--- src/rtl/mpaq_pkg.sv ---
// Shared definitions for the min priority array queue: depth, widths,
// command and status codes, controller states and the cell interface structs.
// No dependencies.
package mpaq_pkg;

    localparam int DEPTH  = 8;
    localparam int DATA_W = 32;
    localparam int IDX_W  = (DEPTH > 1) ? $clog2(DEPTH) : 1;
    localparam int CNT_W  = $clog2(DEPTH + 1);
    localparam int OCC_W  = 4;

    typedef enum logic [1:0] {
        CMD_ENQ  = 2'd0,
        CMD_DEQ  = 2'd1,
        CMD_PEEK = 2'd2
    } cmd_t;

    typedef enum logic [1:0] {
        ST_OK    = 2'd0,
        ST_FULL  = 2'd1,
        ST_EMPTY = 2'd2
    } status_t;

    typedef enum logic [3:0] {
        S_IDLE  = 4'b0001,
        S_SCAN  = 4'b0010,
        S_SHIFT = 4'b0100,
        S_DONE  = 4'b1000
    } state_t;

    // Broadcast control from the controller to every cell.
    typedef struct packed {
        logic                     wr_en;
        logic [IDX_W-1:0]         wr_idx;
        logic signed [DATA_W-1:0] wr_data;
        logic                     shift_en;
        logic [IDX_W-1:0]         best_idx;
        logic [CNT_W-1:0]         count;
    } cell_ctrl_t;

    // Minimum-search wave handed from one cell to the next.
    typedef struct packed {
        logic                     pulse;
        logic                     has;
        logic signed [DATA_W-1:0] val;
        logic [IDX_W-1:0]         idx;
    } wave_t;

endpackage

--- src/rtl/mpaq_cell.sv ---
// One storage cell of the min priority array queue: holds one entry, takes
// part in the minimum-search wave and in the shift-down after a removal.
// Depends on mpaq_pkg.
module mpaq_cell (
    input  logic                              clk,
    input  logic                              rst_n,
    input  logic [mpaq_pkg::IDX_W-1:0]        slot,
    input  mpaq_pkg::cell_ctrl_t              ctrl,
    input  logic signed [mpaq_pkg::DATA_W-1:0] right_entry,
    input  mpaq_pkg::wave_t                   wave_in,
    output mpaq_pkg::wave_t                   wave_out,
    output logic signed [mpaq_pkg::DATA_W-1:0] entry
);
    import mpaq_pkg::*;

    logic signed [DATA_W-1:0] entry_reg;
    logic signed [DATA_W-1:0] entry_next;
    wave_t                    wave_reg;
    wave_t                    wave_next;
    logic                     occupied;
    logic                     take_own;

    assign occupied = CNT_W'(slot) < ctrl.count;
    assign take_own = occupied && (!wave_in.has || (entry_reg < wave_in.val));

    always_comb
    begin
        entry_next = entry_reg;
        if (ctrl.wr_en && (slot == ctrl.wr_idx))
        begin
            entry_next = ctrl.wr_data;
        end
        else if (ctrl.shift_en && (slot >= ctrl.best_idx))
        begin
            entry_next = right_entry;
        end
    end

    always_comb
    begin
        wave_next       = wave_reg;
        wave_next.pulse = wave_in.pulse;
        if (wave_in.pulse)
        begin
            if (take_own)
            begin
                wave_next.has = 1'b1;
                wave_next.val = entry_reg;
                wave_next.idx = slot;
            end
            else
            begin
                wave_next.has = wave_in.has;
                wave_next.val = wave_in.val;
                wave_next.idx = wave_in.idx;
            end
        end
    end

    always_ff @(posedge clk)
    begin
        entry_reg <= entry_next;
    end

    always_ff @(posedge clk or negedge rst_n)
    begin
        if (!rst_n)
        begin
            wave_reg <= '0;
        end
        else
        begin
            wave_reg <= wave_next;
        end
    end

    assign wave_out = wave_reg;
    assign entry    = entry_reg;

endmodule

--- src/rtl/min_priority_array_queue.sv ---
// Top level of the min priority array queue: controller, output register
// and the row of storage cells. Depends on mpaq_pkg and mpaq_cell.
//
// Usage. Input words carry a command and a data value on in_valid/in_ready;
// result words carry status, value and occupancy on out_valid/out_ready.
// Every accepted input word produces exactly one result word, in order.
// Enqueue appends at the tail, dequeue removes the smallest signed entry
// (earliest slot on ties), peek returns slot zero, the oldest entry.
//
// Sequence. Enqueue, peek, unused commands and a dequeue of an empty queue
// work at acceptance and go straight to the done state. Any other dequeue
// sends a search wave through the row of DEPTH cells, one cell per cycle,
// then shifts later entries down in the shift state before it reaches the
// done state. From there the result moves into the output register and the
// controller goes back to idle; only there is the next word taken, so a new
// word is never accepted while the previous one is still being worked on.
//
// Reset clears the entry count, the controller and the output valid; the
// entries themselves hold no reset value and are never read before written.
// When the receiver stalls the result word is held in the output register,
// and one further input word can be accepted and completed; its result then
// waits in the controller until the output register frees up.
module min_priority_array_queue (
    input  logic                               clk,
    input  logic                               rst_n,
    input  logic                               in_valid,
    output logic                               in_ready,
    input  logic [1:0]                         command,
    input  logic signed [mpaq_pkg::DATA_W-1:0] data,
    output logic                               out_valid,
    input  logic                               out_ready,
    output logic [1:0]                         status,
    output logic signed [mpaq_pkg::DATA_W-1:0] value,
    output logic [mpaq_pkg::OCC_W-1:0]         occupancy
);
    import mpaq_pkg::*;

    state_t                   state_reg, state_next;
    logic [CNT_W-1:0]         count_reg, count_next;
    logic [IDX_W-1:0]         best_idx_reg, best_idx_next;
    status_t                  res_status_reg, res_status_next;
    logic signed [DATA_W-1:0] res_value_reg, res_value_next;

    logic                     out_valid_reg, out_valid_next;
    logic [1:0]               out_status_reg, out_status_next;
    logic signed [DATA_W-1:0] out_value_reg, out_value_next;
    logic [OCC_W-1:0]         out_occ_reg, out_occ_next;

    cell_ctrl_t               ctrl;
    logic                     accept;
    logic                     scan_start;
    logic                     out_load;

    wave_t                    wave_chain [DEPTH+1];
    logic signed [DATA_W-1:0] entry_row  [DEPTH];

    assign in_ready = (state_reg == S_IDLE);
    assign accept   = in_valid && in_ready;
    assign out_load = (state_reg == S_DONE) && (!out_valid_reg || out_ready);

    // The search wave enters slot zero empty-handed; each cell keeps the
    // smaller of what it receives and its own entry, strict less keeps ties
    // at the earlier slot.
    assign wave_chain[0].pulse = scan_start;
    assign wave_chain[0].has   = 1'b0;
    assign wave_chain[0].val   = '0;
    assign wave_chain[0].idx   = '0;

    genvar gi;
    generate
        for (gi = 0; gi < DEPTH; gi++)
        begin : g_cell
            logic signed [DATA_W-1:0] right_val;
            if (gi == DEPTH - 1)
            begin : g_last
                assign right_val = entry_row[gi];
            end
            else
            begin : g_mid
                assign right_val = entry_row[gi+1];
            end

            mpaq_cell u_cell (
                .clk         (clk),
                .rst_n       (rst_n),
                .slot        (IDX_W'(gi)),
                .ctrl        (ctrl),
                .right_entry (right_val),
                .wave_in     (wave_chain[gi]),
                .wave_out    (wave_chain[gi+1]),
                .entry       (entry_row[gi])
            );
        end
    endgenerate

    always_comb
    begin
        state_next      = state_reg;
        count_next      = count_reg;
        best_idx_next   = best_idx_reg;
        res_status_next = res_status_reg;
        res_value_next  = res_value_reg;
        scan_start      = 1'b0;

        ctrl.wr_en    = 1'b0;
        ctrl.wr_idx   = count_reg[IDX_W-1:0];
        ctrl.wr_data  = data;
        ctrl.shift_en = 1'b0;
        ctrl.best_idx = best_idx_reg;
        ctrl.count    = count_reg;

        unique case (state_reg)
            S_IDLE:
            begin
                if (accept)
                begin
                    res_status_next = ST_OK;
                    res_value_next  = '0;
                    state_next      = S_DONE;
                    unique case (command)
                        CMD_ENQ:
                        begin
                            if (count_reg == CNT_W'(DEPTH))
                            begin
                                res_status_next = ST_FULL;
                            end
                            else
                            begin
                                ctrl.wr_en = 1'b1;
                                count_next = count_reg + 1'b1;
                            end
                        end
                        CMD_DEQ:
                        begin
                            if (count_reg == '0)
                            begin
                                res_status_next = ST_EMPTY;
                            end
                            else
                            begin
                                scan_start = 1'b1;
                                state_next = S_SCAN;
                            end
                        end
                        CMD_PEEK:
                        begin
                            if (count_reg == '0)
                            begin
                                res_status_next = ST_EMPTY;
                            end
                            else
                            begin
                                res_value_next = entry_row[0];
                            end
                        end
                        default:
                        begin
                            // Unused command: no state change, plain ok result.
                            res_status_next = ST_OK;
                        end
                    endcase
                end
            end
            S_SCAN:
            begin
                if (wave_chain[DEPTH].pulse)
                begin
                    best_idx_next  = wave_chain[DEPTH].idx;
                    res_value_next = wave_chain[DEPTH].val;
                    state_next     = S_SHIFT;
                end
            end
            S_SHIFT:
            begin
                // Every slot from the removed one upward takes its right
                // neighbor in a single step.
                ctrl.shift_en = 1'b1;
                count_next    = count_reg - 1'b1;
                state_next    = S_DONE;
            end
            S_DONE:
            begin
                if (out_load)
                begin
                    state_next = S_IDLE;
                end
            end
            default:
            begin
                state_next = S_IDLE;
            end
        endcase
    end

    always_comb
    begin
        out_valid_next  = out_valid_reg;
        out_status_next = out_status_reg;
        out_value_next  = out_value_reg;
        out_occ_next    = out_occ_reg;
        if (out_load)
        begin
            out_valid_next  = 1'b1;
            out_status_next = res_status_reg;
            out_value_next  = res_value_reg;
            out_occ_next    = OCC_W'(count_reg);
        end
        else if (out_ready)
        begin
            out_valid_next = 1'b0;
        end
    end

    always_ff @(posedge clk or negedge rst_n)
    begin
        if (!rst_n)
        begin
            state_reg     <= S_IDLE;
            count_reg     <= '0;
            out_valid_reg <= 1'b0;
        end
        else
        begin
            state_reg     <= state_next;
            count_reg     <= count_next;
            out_valid_reg <= out_valid_next;
        end
    end

    always_ff @(posedge clk)
    begin
        best_idx_reg   <= best_idx_next;
        res_status_reg <= res_status_next;
        res_value_reg  <= res_value_next;
        out_status_reg <= out_status_next;
        out_value_reg  <= out_value_next;
        out_occ_reg    <= out_occ_next;
    end

    assign out_valid = out_valid_reg;
    assign status    = out_status_reg;
    assign value     = out_value_reg;
    assign occupancy = out_occ_reg;

endmodule

--- config.mk ---
export PLATFORM = sky130hd
export DESIGN_NAME = min_priority_array_queue
export DESIGN_NICKNAME = d
export VERILOG_FILES = /design/src/rtl/mpaq_pkg.sv /design/src/rtl/mpaq_cell.sv /design/src/rtl/min_priority_array_queue.sv
export SDC_FILE = /design/constraint.sdc
export NUM_CORES = 1
export LEC_CHECK = 0
export ABC_AREA = 1
export BUFFER_PORTS_ARGS = -buffer_cell sky130_fd_sc_hd__buf_2
export CAP_MARGIN = 10
export CORE_AREA = 2 2 276 278
export CTS_CLUSTER_DIAMETER = 200
export DETAILED_ROUTE_END_ITERATION = 10
export DIE_AREA = 0 0 278 280
export GPL_TIMING_DRIVEN = 1
export PLACE_DENSITY = 0.66
export SYNTH_ARGS = -nofsm -noshare
export SYNTH_HDL_FRONTEND = slang
export SYNTH_HIERARCHICAL = 1
export SYNTH_SLANG_ARGS = --single-unit
--- constraint.sdc ---
create_clock -name clk -period 3.97 [get_ports clk]
set_input_delay 0.9925 -clock clk [delete_from_list [all_inputs] [get_ports clk]]
set_output_delay 0.9925 -clock clk [all_outputs]
set_load 0.01 [all_outputs]
* After elaboration in Yosys (flattened, before gate mapping) *
Cells that the tools add are included.

cells by class
  add/subtract/negate cells = 2
  order comparisons = 22
  eq/ne operators = 19
  mux-type cells = 51
  reduce and logical (&&, ||, !) cells = 59

operators with widths
  kind                number
  $mux 32             18
  $mux 36             7
  $lt 32x32->1        7
  $pmux 32 s2         1
  $mux 35             1
  $mux 4              8
  $logic_and 1x1->1   24
  $reduce_bool 2->1   10
  $lt 3x4->1 const A  4
  $pmux 4 s4          1
  $eq 3x3->1 const A  4
  $mux 1              12
  $ge 3x3->1 const A  3
  $eq 4x4->1 const B  2
  $logic_not 1->1     8
  $logic_or 1x1->1    8
  $lt 1x4->1 const A  2
  $lt 2x4->1 const A  2
  $pmux 4 s2          1
  $eq 2x3->1 const A  2
  $ge 1x3->1 const A  2
  $ge 2x3->1 const A  2
  $ne 2x1->1 const B  3
  $reduce_and 3->1    2
  other kinds (17)    19

storage, ports and cells
  register bits = 635
  input port bits = 38
  output and inout port bits = 40
  logic and storage cells = 201

* Longest topological paths before layout *
Gate-level depths: netlist (run 1).

  word-level depth = 7
  mapped depth = 19
  depth with buffers taken out = 18

* Cells and area by module *
Netlist (run 1), hierarchy kept.

by module, submodules not included
  module                             instances  cells each  area each (um^2)  sequential area each (um^2)
  mpaq_cell at g_cell[0].u_cell ...  7          496         4389.2            1886.8
  mpaq_cell at g_cell[1].u_cell      1          502         4478.0            1886.8
  min_priority_array_queue           1          271         3450.8            2478.6

* Worst setup path before layout (run 1) *
Ideal clock, no wire load.

  path type = reg2reg
  start point = reg state_reg[3]
  end point = reg res_value_reg[0] (enable)
  setup time = 0.466 ns
  arrival = 3.098 ns
  data required time = 3.504 ns
  path slack = 0.407 ns
  cell stages (with the launch flop) = 5
  buffers on the path = 1
  period minus slack after synthesis = 3.563 ns
  cell sequence = dfrtp_1 > nor2_4 > nand3_2 > buf_4 > o21ai_0

on the way
  word-level cells in the longest chain between the ends = 4
  elaborated cells on any way between the ends = 7
  classes of those cells = 4 x eq/ne; 3 x reduce/logical

ends and longest elaborated chain
  element                       line                                                             RTL
  start: declaration            min_priority_array_queue.sv:38                                   state_t state_reg, state_next;
  start signal: assignment      min_priority_array_queue.sv:224                                  state_reg <= state_next;
  $eq 4x1->1                    min_priority_array_queue.sv:57, min_priority_array_queue.sv:112
  $logic_and 1x1->1             min_priority_array_queue.sv:58                                   assign accept = in_valid && in_ready;
  $ne 2x1->1 (no line)          -
  $reduce_and 3->1 (no line) *  -
  end signal: assignment        min_priority_array_queue.sv:234                                  res_value_reg <= res_value_next;
  end: declaration              min_priority_array_queue.sv:42                                   logic signed [DATA_W-1:0] res_value_reg, res_value_next;

Every way passes the cells marked *; elsewhere a longest branch is shown, timed or not.
A chain may end at the register's enable or synchronous reset.

* Worst setup path in the final report (run 1) *
  start point = reg g_cell[5].u_cell.entry_reg[5]
  end point = reg g_cell[5].u_cell.wave_reg (netlist bit g_cell[5].u_cell/wave_out[8])

on the way
  word-level cells in the longest chain between the ends = 4

ends and longest elaborated chain
  element                   line             RTL
  start: declaration        mpaq_cell.sv:16  logic signed [DATA_W-1:0] entry_reg;
  start signal: assignment  mpaq_cell.sv:62  entry_reg <= entry_next;
  $lt 32x32->1              mpaq_cell.sv:24  assign take_own = occupied && (!wave_in.has || (entry_reg < wave_in.val));
  $logic_or 1x1->1          mpaq_cell.sv:24
  $logic_and 1x1->1         mpaq_cell.sv:24
  $mux 36 *                 mpaq_cell.sv:45  if (take_own)
  end signal: assignment    mpaq_cell.sv:73  wave_reg <= wave_next;
  end: declaration          mpaq_cell.sv:18  wave_t wave_reg;

Marked as above.

==> summary.txt, run 1 <==
Route
  • First-pass detailed-route iteration total: 5
  • Residual DRC count: 0
  • Initial DRC count: between 2000 and 3000
  • Final WL: between 100000 and 150000 um
  • Routed Antenna Nets: 0
  • Drt wl/cell: around 19 um
  • Via density: 5.31
  • Total number of vias: about 29000

Placed design
  • I/O Buffers: 77
  • Placed Cells: approximately 5300
  • Post-DP HPWL: around 75000 um
  • Area post-placement: around 40000 um^2
  • Final estimated routing congestion in global placement: ~0.9

Critical path
  • CP most frequent cell: nand2_1
  • CP Launch Type: register
  • WP data required: 4.46 ns
  • Crit-path cells: ha_1 > a21oi_1 > nor2_1 > nor3_2 > nand2_1 > nand2_1 > nand2_1 > nand2_1 > nand2_1 > nand2_1 > nand3_4 > nand2_8 > nand2_2 > nand3_1 > nand2_1
  • Crit path largest cell delay: around 0.49 ns
  • Max FO, Critical Path: 36
  • CP Data Arrival Time: between 3 and 4 ns
  • CP top delay family: simple AND/OR/NAND/NOR gates
  • Crit. End Element: register
  • WS Path Type: register to register
  • CP max stage cell: nand2_8
  • CP bufs+invs: 0

Timing
  • Worst Skew: a little under 0.02 ns
  • Final Hold Fails: 0
  • Tcrit/Tclk final: 75.9%
  • Worst slew pin tran: between 1 and 1.5 ns
  • WHS: 0.378 ns
  • Max Freq: approximately 330 MHz
  • Max-slew violation count: 0
  • RSZ-0062 raised after global routing: false
  • Final setup viols: 0
  • Fin crit period: about 3.0 ns
  • Slew headroom: a little under a third
  • Setup TNS after final layout: 0 ns

Synth
  • Syn Std Cell Area: approximately 39000 um^2
  • Post-Syn Instances: 4241
  • Yosys warns: 6
  • Post-Syn Area per Cell: 9.11 um^2

Floorplanning
  • Vert. Die Dim: 280 um
  • Rows: roughly 100
  • CORE AREA: approximately 75000 um^2
  • Full die area: between 70000 and 80000 um^2
  • Die Wd: ~280 um
  • Top-level port count: just under 80
  • Initial Utilization: slightly above 50%

Layout
  • Max reg flops: slightly below 300
  • Layout cells sized above 1: 18.4%
  • Layout Cell Area excl Fill: about 43000 um^2
  • Final non-filler cell total: 5423
  • Filler cell count: ~6600
  • Area Overhead vs Synth: 10.1%
  • # diodes: 0
  • Final nets: approximately 4700

Pwr
  • Leakage power: ~20 nW
  • Maximum vdd drop: about 270 uV
  • Pwr per Cell Area: roughly 330 nW/um^2
  • Total Power: approximately 14 mW

CTS
  • Clock sink count: ~640
  • CTS resizes: 0
  • CTS Hold Bufs: 0
  • Clock latency on the worst-skew pair: a little over 0.6 ns
  • H-tree depth: 3
  • Setup Fix Bufs, Post-CTS: 0
  • Clock root buffer: clkbuf_16
  • Clock buffer depth: 3
  • CTS tree: yes
  • Worst-path clk slew: 0.06 ns
  • Number of buffers created by CTS: slightly above 70

Global route
  • Vias in the first global route: between 20000 and 30000
  • First-pass GRT wire length: 161000 um
  • GRT Total Usage: 26.6%
  • Largest net degree at the start of global routing: between 80 and 90
  • GRT overflow: 0
  • Initial antenna violation count: 0

Hold path
  • HP Class: primary input to async pin

Job
  • Max-cap viol count: 0

Status
  • Status: finished clean
[layout by cell type, fill, tap and decap left out, types with 11 or more instances in the layout]
cell / n
a21oi_1: 134
buf_12: 11
buf_2: 76
buf_4: 53
clkbuf_1: 17
clkbuf_16: 75
clkinv_1: 14
clkinv_2: 14
conb_1: 102
dfrtp_1: 303
edfxtp_1: 331
ha_1: 293
inv_1: 726
mux2_2: 256
nand2_1: 899
nand2_2: 223
nand3_1: 573
nand3_2: 13
nand4_1: 24
nor2_1: 72
nor3_1: 14
o21a_1: 16
o21ai_0: 35
o22ai_1: 39
[per-stage QoR]
step / utilization [%] / setup WS [ns]
2_1_floorplan: - / 0.407
3_3_place_gp: 53.3 / 1.01
3_5_place_dp: 53.3 / 0.992
4_1_cts: 56.5 / 1.01
5_1_grt: 56.5 / 0.815
6_report: 56.5 / 0.956
[worst reg2reg max path, stage by stage, from the launching register on]
cell and delay, ns:
edfxtp_1 0.47, ha_1 0.33, a21oi_1 0.18, nor2_1 0.07, nor3_2 0.10, nand2_1 0.07, nand2_1 0.05, nand2_1 0.14
nand2_1 0.13, nand2_1 0.05, nand2_1 0.09, nand3_4 0.43, nand2_8 0.50, nand2_2 0.11, nand3_1 0.13, nand2_1 0.07
[power breakdown]
| part | switching, mW | internal [mW] |
|---|---|---|
| Clock | 2.79 | 4.07 |
| Sequential | 0.00537 | 6.89 |
| Combinational | 0.368 | 0.109 |
| Total | 3.16 | 11.1 |
[path summary, 6_finish.rpt]
check	start	endpoint	slack [ns]	cells after the start
hold / removal	rst_n	g_cell[0].u_cell/wave_out[11]$_DFFE_PN0P_	0.38	1
max in group asynchronous	rst_n	g_cell[2].u_cell/wave_out[8]$_DFFE_PN0P_	2.61	3
hold reg to reg	res_status_reg[1]$_DFFE_PP_	status[1]$_DFFE_PP_	0.42	0
min in group clk	res_status_reg[1]$_DFFE_PP_	status[1]$_DFFE_PP_	0.42	0
setup reg to reg	g_cell[5].u_cell/entry[5]$_DFFE_PP_	g_cell[5].u_cell/wave_out[8]$_DFFE_PN0P_	0.96	15
setup / recovery	g_cell[5].u_cell/entry[5]$_DFFE_PP_	g_cell[5].u_cell/wave_out[8]$_DFFE_PN0P_	0.96	15
[routing by layer]
metal,wire length [um],part of all wire (%),up-vias,track usage [%]
li1,-,-,14100,-
met1,50300,49,13700,40.9
met2,44200,43,882,39.6
met3,6470,6.3,122,3.24
met4,2060,2.0,0,6.76
met5,0,0,-,0
[final cells by class]
| type | instances | area (um^2) | share of cell area (%) |
|---|---|---|---|
| sequential | 635 | 17500 | 41.3 |
| inverter | 736 | 2760 | 6.50 |
| clock buffer | 96 | 2000 | 4.69 |
| timing repair buffer | 141 | 1010 | 2.38 |
| multi-input combinational | 2800 | 17600 | 41.3 |
| tap | 978 | 1220 | 2.88 |
| clock inverter | 37 | 405 | 0.954 |
(Power assumes the default switching activity.)
==> run 2, diff against run 1 <==
==> constraint.sdc (replaced) <==
create_clock -name clk -period 3 [get_ports clk]
set_input_delay 0.75 -clock clk [delete_from_list [all_inputs] [get_ports clk]]
set_output_delay 0.75 -clock clk [all_outputs]
set_load 0.01 [all_outputs]
==> summary.txt, run 2 (same netlist as run 1, synthesis figures left out) <==
Layout
  • Post-Route Utilization: 56.9% (was 56.5%)
  • Filler cell count: 6508 (was 6634)
  • Final nets: 4728 (was 4717)
  • Area Overhead vs Synth: 10.9% (was 10.1%)
  • Max reg flops: 295 (unchanged)
  • Most common cell after layout, fill and taps aside: nand2_1 (unchanged)
  • Layout cells sized above 1: 18.4% (about the same)
  • Most frequent cells in the layout: 899 x nand2_1, 726 x inv_1, 573 x nand3_1 (unchanged)

Timing
  • Worst Skew: 0.0306 ns (was 0.0194 ns)
  • Fin crit period: 2.81 ns (was 3.01 ns)
  • Slew headroom: 44.2% (was 31.1%)
  • RSZ-0062 raised after global routing: false (unchanged)
  • Final Hold Fails: 0 (unchanged)
  • Max-slew violation count: 0 (unchanged)
  • Max Freq: 356 MHz (was 332 MHz)
  • WHS: 0.0746 ns (was 0.378 ns)
  • Worst slew pin tran: 0.837 ns (was 1.03 ns)
  • Tcrit/Tclk final: 93.7% (was 75.9%)
  • Final setup viols: 0 (unchanged)
  • Setup TNS after final layout: 0 ns (unchanged)
  • Slack of the critical path: 0.190 ns (was 0.956 ns)

Critical path
  • Max FO, Critical Path: 24 (was 36)
  • WP data required: 3.50 ns (was 4.46 ns)
  • Flop-to-flop setup slack: 0.19 ns (was 0.96 ns)
  • WS Path Type: register to register (unchanged)
  • RR Startpoint: g_cell[6].u_cell/entry[15]$_DFFE_PP_ (was g_cell[5].u_cell/entry[5]$_DFFE_PP_)
  • CP Launch Type: register (unchanged)
  • Crit. End Element: register (unchanged)
  • FF-to-FF End: g_cell[6].u_cell/wave_out[14]$_DFFE_PN0P_ (was g_cell[5].u_cell/wave_out[8]$_DFFE_PN0P_)
  • CP Data Arrival Time: 3.31 ns (was 3.50 ns)
  • Reg2Reg Depth: 15 (unchanged)

CTS
  • CTS resizes: 0 (unchanged)
  • CTS Hold Bufs: 0 (unchanged)
  • Number of buffers created by CTS: 70 (was 72)
  • Clock root buffer: clkbuf_16 (unchanged)
  • CTS tree: yes (unchanged)
  • Clock latency on the worst-skew pair: 0.61 ns (about the same)
  • Clock sink count: 635 (unchanged)
  • Clock buffer depth: 3 (unchanged)
  • Worst-path clk slew: 0.06 ns (about the same)
  • H-tree depth: 3 (unchanged)
  • Setup Fix Bufs, Post-CTS: 0 (unchanged)

Hold path
  • HP Class: primary input to async pin (unchanged)

Floorplanning
  • Top-level port count: 78 (unchanged)
  • Die Wd: 278 um (unchanged)
  • Full die area: 77800 um^2 (unchanged)
  • CORE AREA: 75200 um^2 (unchanged)
  • Initial Utilization: 51.4% (unchanged)
  • Vert. Die Dim: 280 um (unchanged)
  • Rows: 101 (unchanged)

Global route
  • First-pass GRT wire length: 159000 um (was 161000 um)
  • GRT Total Usage: 26.1% (was 26.6%)
  • Vias in the first global route: 27400 (was 27200)
  • Largest net degree at the start of global routing: 69 (was 84)
  • Initial antenna violation count: 3 (was 0)
  • GRT overflow: 0 (unchanged)

Route
  • Routed Antenna Nets: 0 (unchanged)
  • Initial DRC count: 2676 (was 2786)
  • Drt wl/cell: 18.5 um (was 19.0 um)
  • First-pass detailed-route iteration total: 5 (unchanged)
  • Via density: 5.32 (was 5.31)
  • Residual DRC count: 0 (unchanged)
  • Total number of vias: 28900 (was 28800)
  • Final WL: 100000 um (was 103000 um)

Job
  • Max-cap viol count: 0 (unchanged)

Placed design
  • Post-DP HPWL: 73600 um (was 74800 um)
  • Final estimated routing congestion in global placement: 0.900 (was 0.902)
  • Dpl ws: 0.154 ns (was 0.992 ns)
  • I/O Buffers: 77 (unchanged)

Pwr
  • Total Power: 18.7 mW (was 14.2 mW)
  • Leakage power: 20.5 nW (was 20.4 nW)
  • Maximum vdd drop: 391 uV (was 272 uV)
  • Pwr per Cell Area: 437 nW/um^2 (was 335 nW/um^2)

Status
  • Status: finished clean (unchanged)
-- run 2: cell count changes in the layout (fill, tap and decap cells not counted) --
cell / change
buf_12: +19
buf_4: -6
clkbuf_1: +4
clkinv_2: -4
clkinvlp_4: -3
diode_2: +2
inv_6: -2
clkbuf_8: -1
clkinv_1: -1
clkinv_4: +1
clkinv_8: +1
-- run 2: worst max-delay path, stage by stage (launching register included) --
cell      delay, ns
edfxtp_1       0.44
ha_1           0.32
nand2_1        0.07
inv_1          0.05
nand3_1        0.08
nor3_1         0.53
nand2_1        0.11
nand2_1        0.08
nand2_1        0.08
nand2_1        0.06
nand2_1        0.08
nand3_4        0.17
buf_4          0.32
nand3_1        0.11
nand3_1        0.13
nand2_1        0.06
-- run 2: metrics by stage --
stage,instance area [um^2],std cells
finish,42800,5433
global route,42800,5433
CTS,42800,5431
detailed placement,40400,5303
global placement,40400,5303
floorplan,39000,4341
-- run 2: worst max-delay path by stage --
stage                                              start                                         to  slack (ns)  depth (start not counted)
floorplan                                     command[0]        g_cell[0].u_cell/entry[0]$_DFFE_PP_        0.12                          7
global placement    g_cell[6].u_cell/entry[15]$_DFFE_PP_  g_cell[6].u_cell/wave_out[18]$_DFFE_PN0P_        0.18                         15
global route        g_cell[6].u_cell/entry[15]$_DFFE_PP_  g_cell[6].u_cell/wave_out[23]$_DFFE_PN0P_       0.004                         15
CTS                 g_cell[6].u_cell/entry[15]$_DFFE_PP_  g_cell[6].u_cell/wave_out[17]$_DFFE_PN0P_        0.14                         15
detailed placement  g_cell[6].u_cell/entry[15]$_DFFE_PP_  g_cell[6].u_cell/wave_out[17]$_DFFE_PN0P_        0.15                         15
finish              g_cell[6].u_cell/entry[15]$_DFFE_PP_  g_cell[6].u_cell/wave_out[14]$_DFFE_PN0P_        0.19                         15
-- run 2: routing by layer --
layer  track usage, %  routed length, um  vias to the layer above
li1                 -                  -                    14100
met2             38.6              42800                      956
met4             8.36               2810                        0
met3             2.93               6640                      140
met5                0                  0                        -
met1             39.9              48300                    13700
-- run 2: layout make-up --
| cell class | instances | area (um^2) | share of cell area, % |
|---|---|---|---|
| Clock buffer | 99 | 2000 | 4.66 |
| Sequential cell | 635 | 17500 | 41.0 |
| Multi-Input combinational cell | 2800 | 17600 | 41.0 |
| Clock inverter | 29 | 367 | 0.856 |
| Timing Repair Buffer | 154 | 1350 | 3.15 |
| Antenna cell | 2 | 5.00 | 0.0117 |
| Inverter | 736 | 2760 | 6.45 |
| Tap cell | 978 | 1220 | 2.86 |
-- run 2: power by group --
part           leakage, nW  internal [mW]  switching, mW
sequential            4.92           9.11        0.00684
combinational         14.4          0.152          0.479
clock                 1.15           5.35           3.62
total                 20.5           14.6           4.11
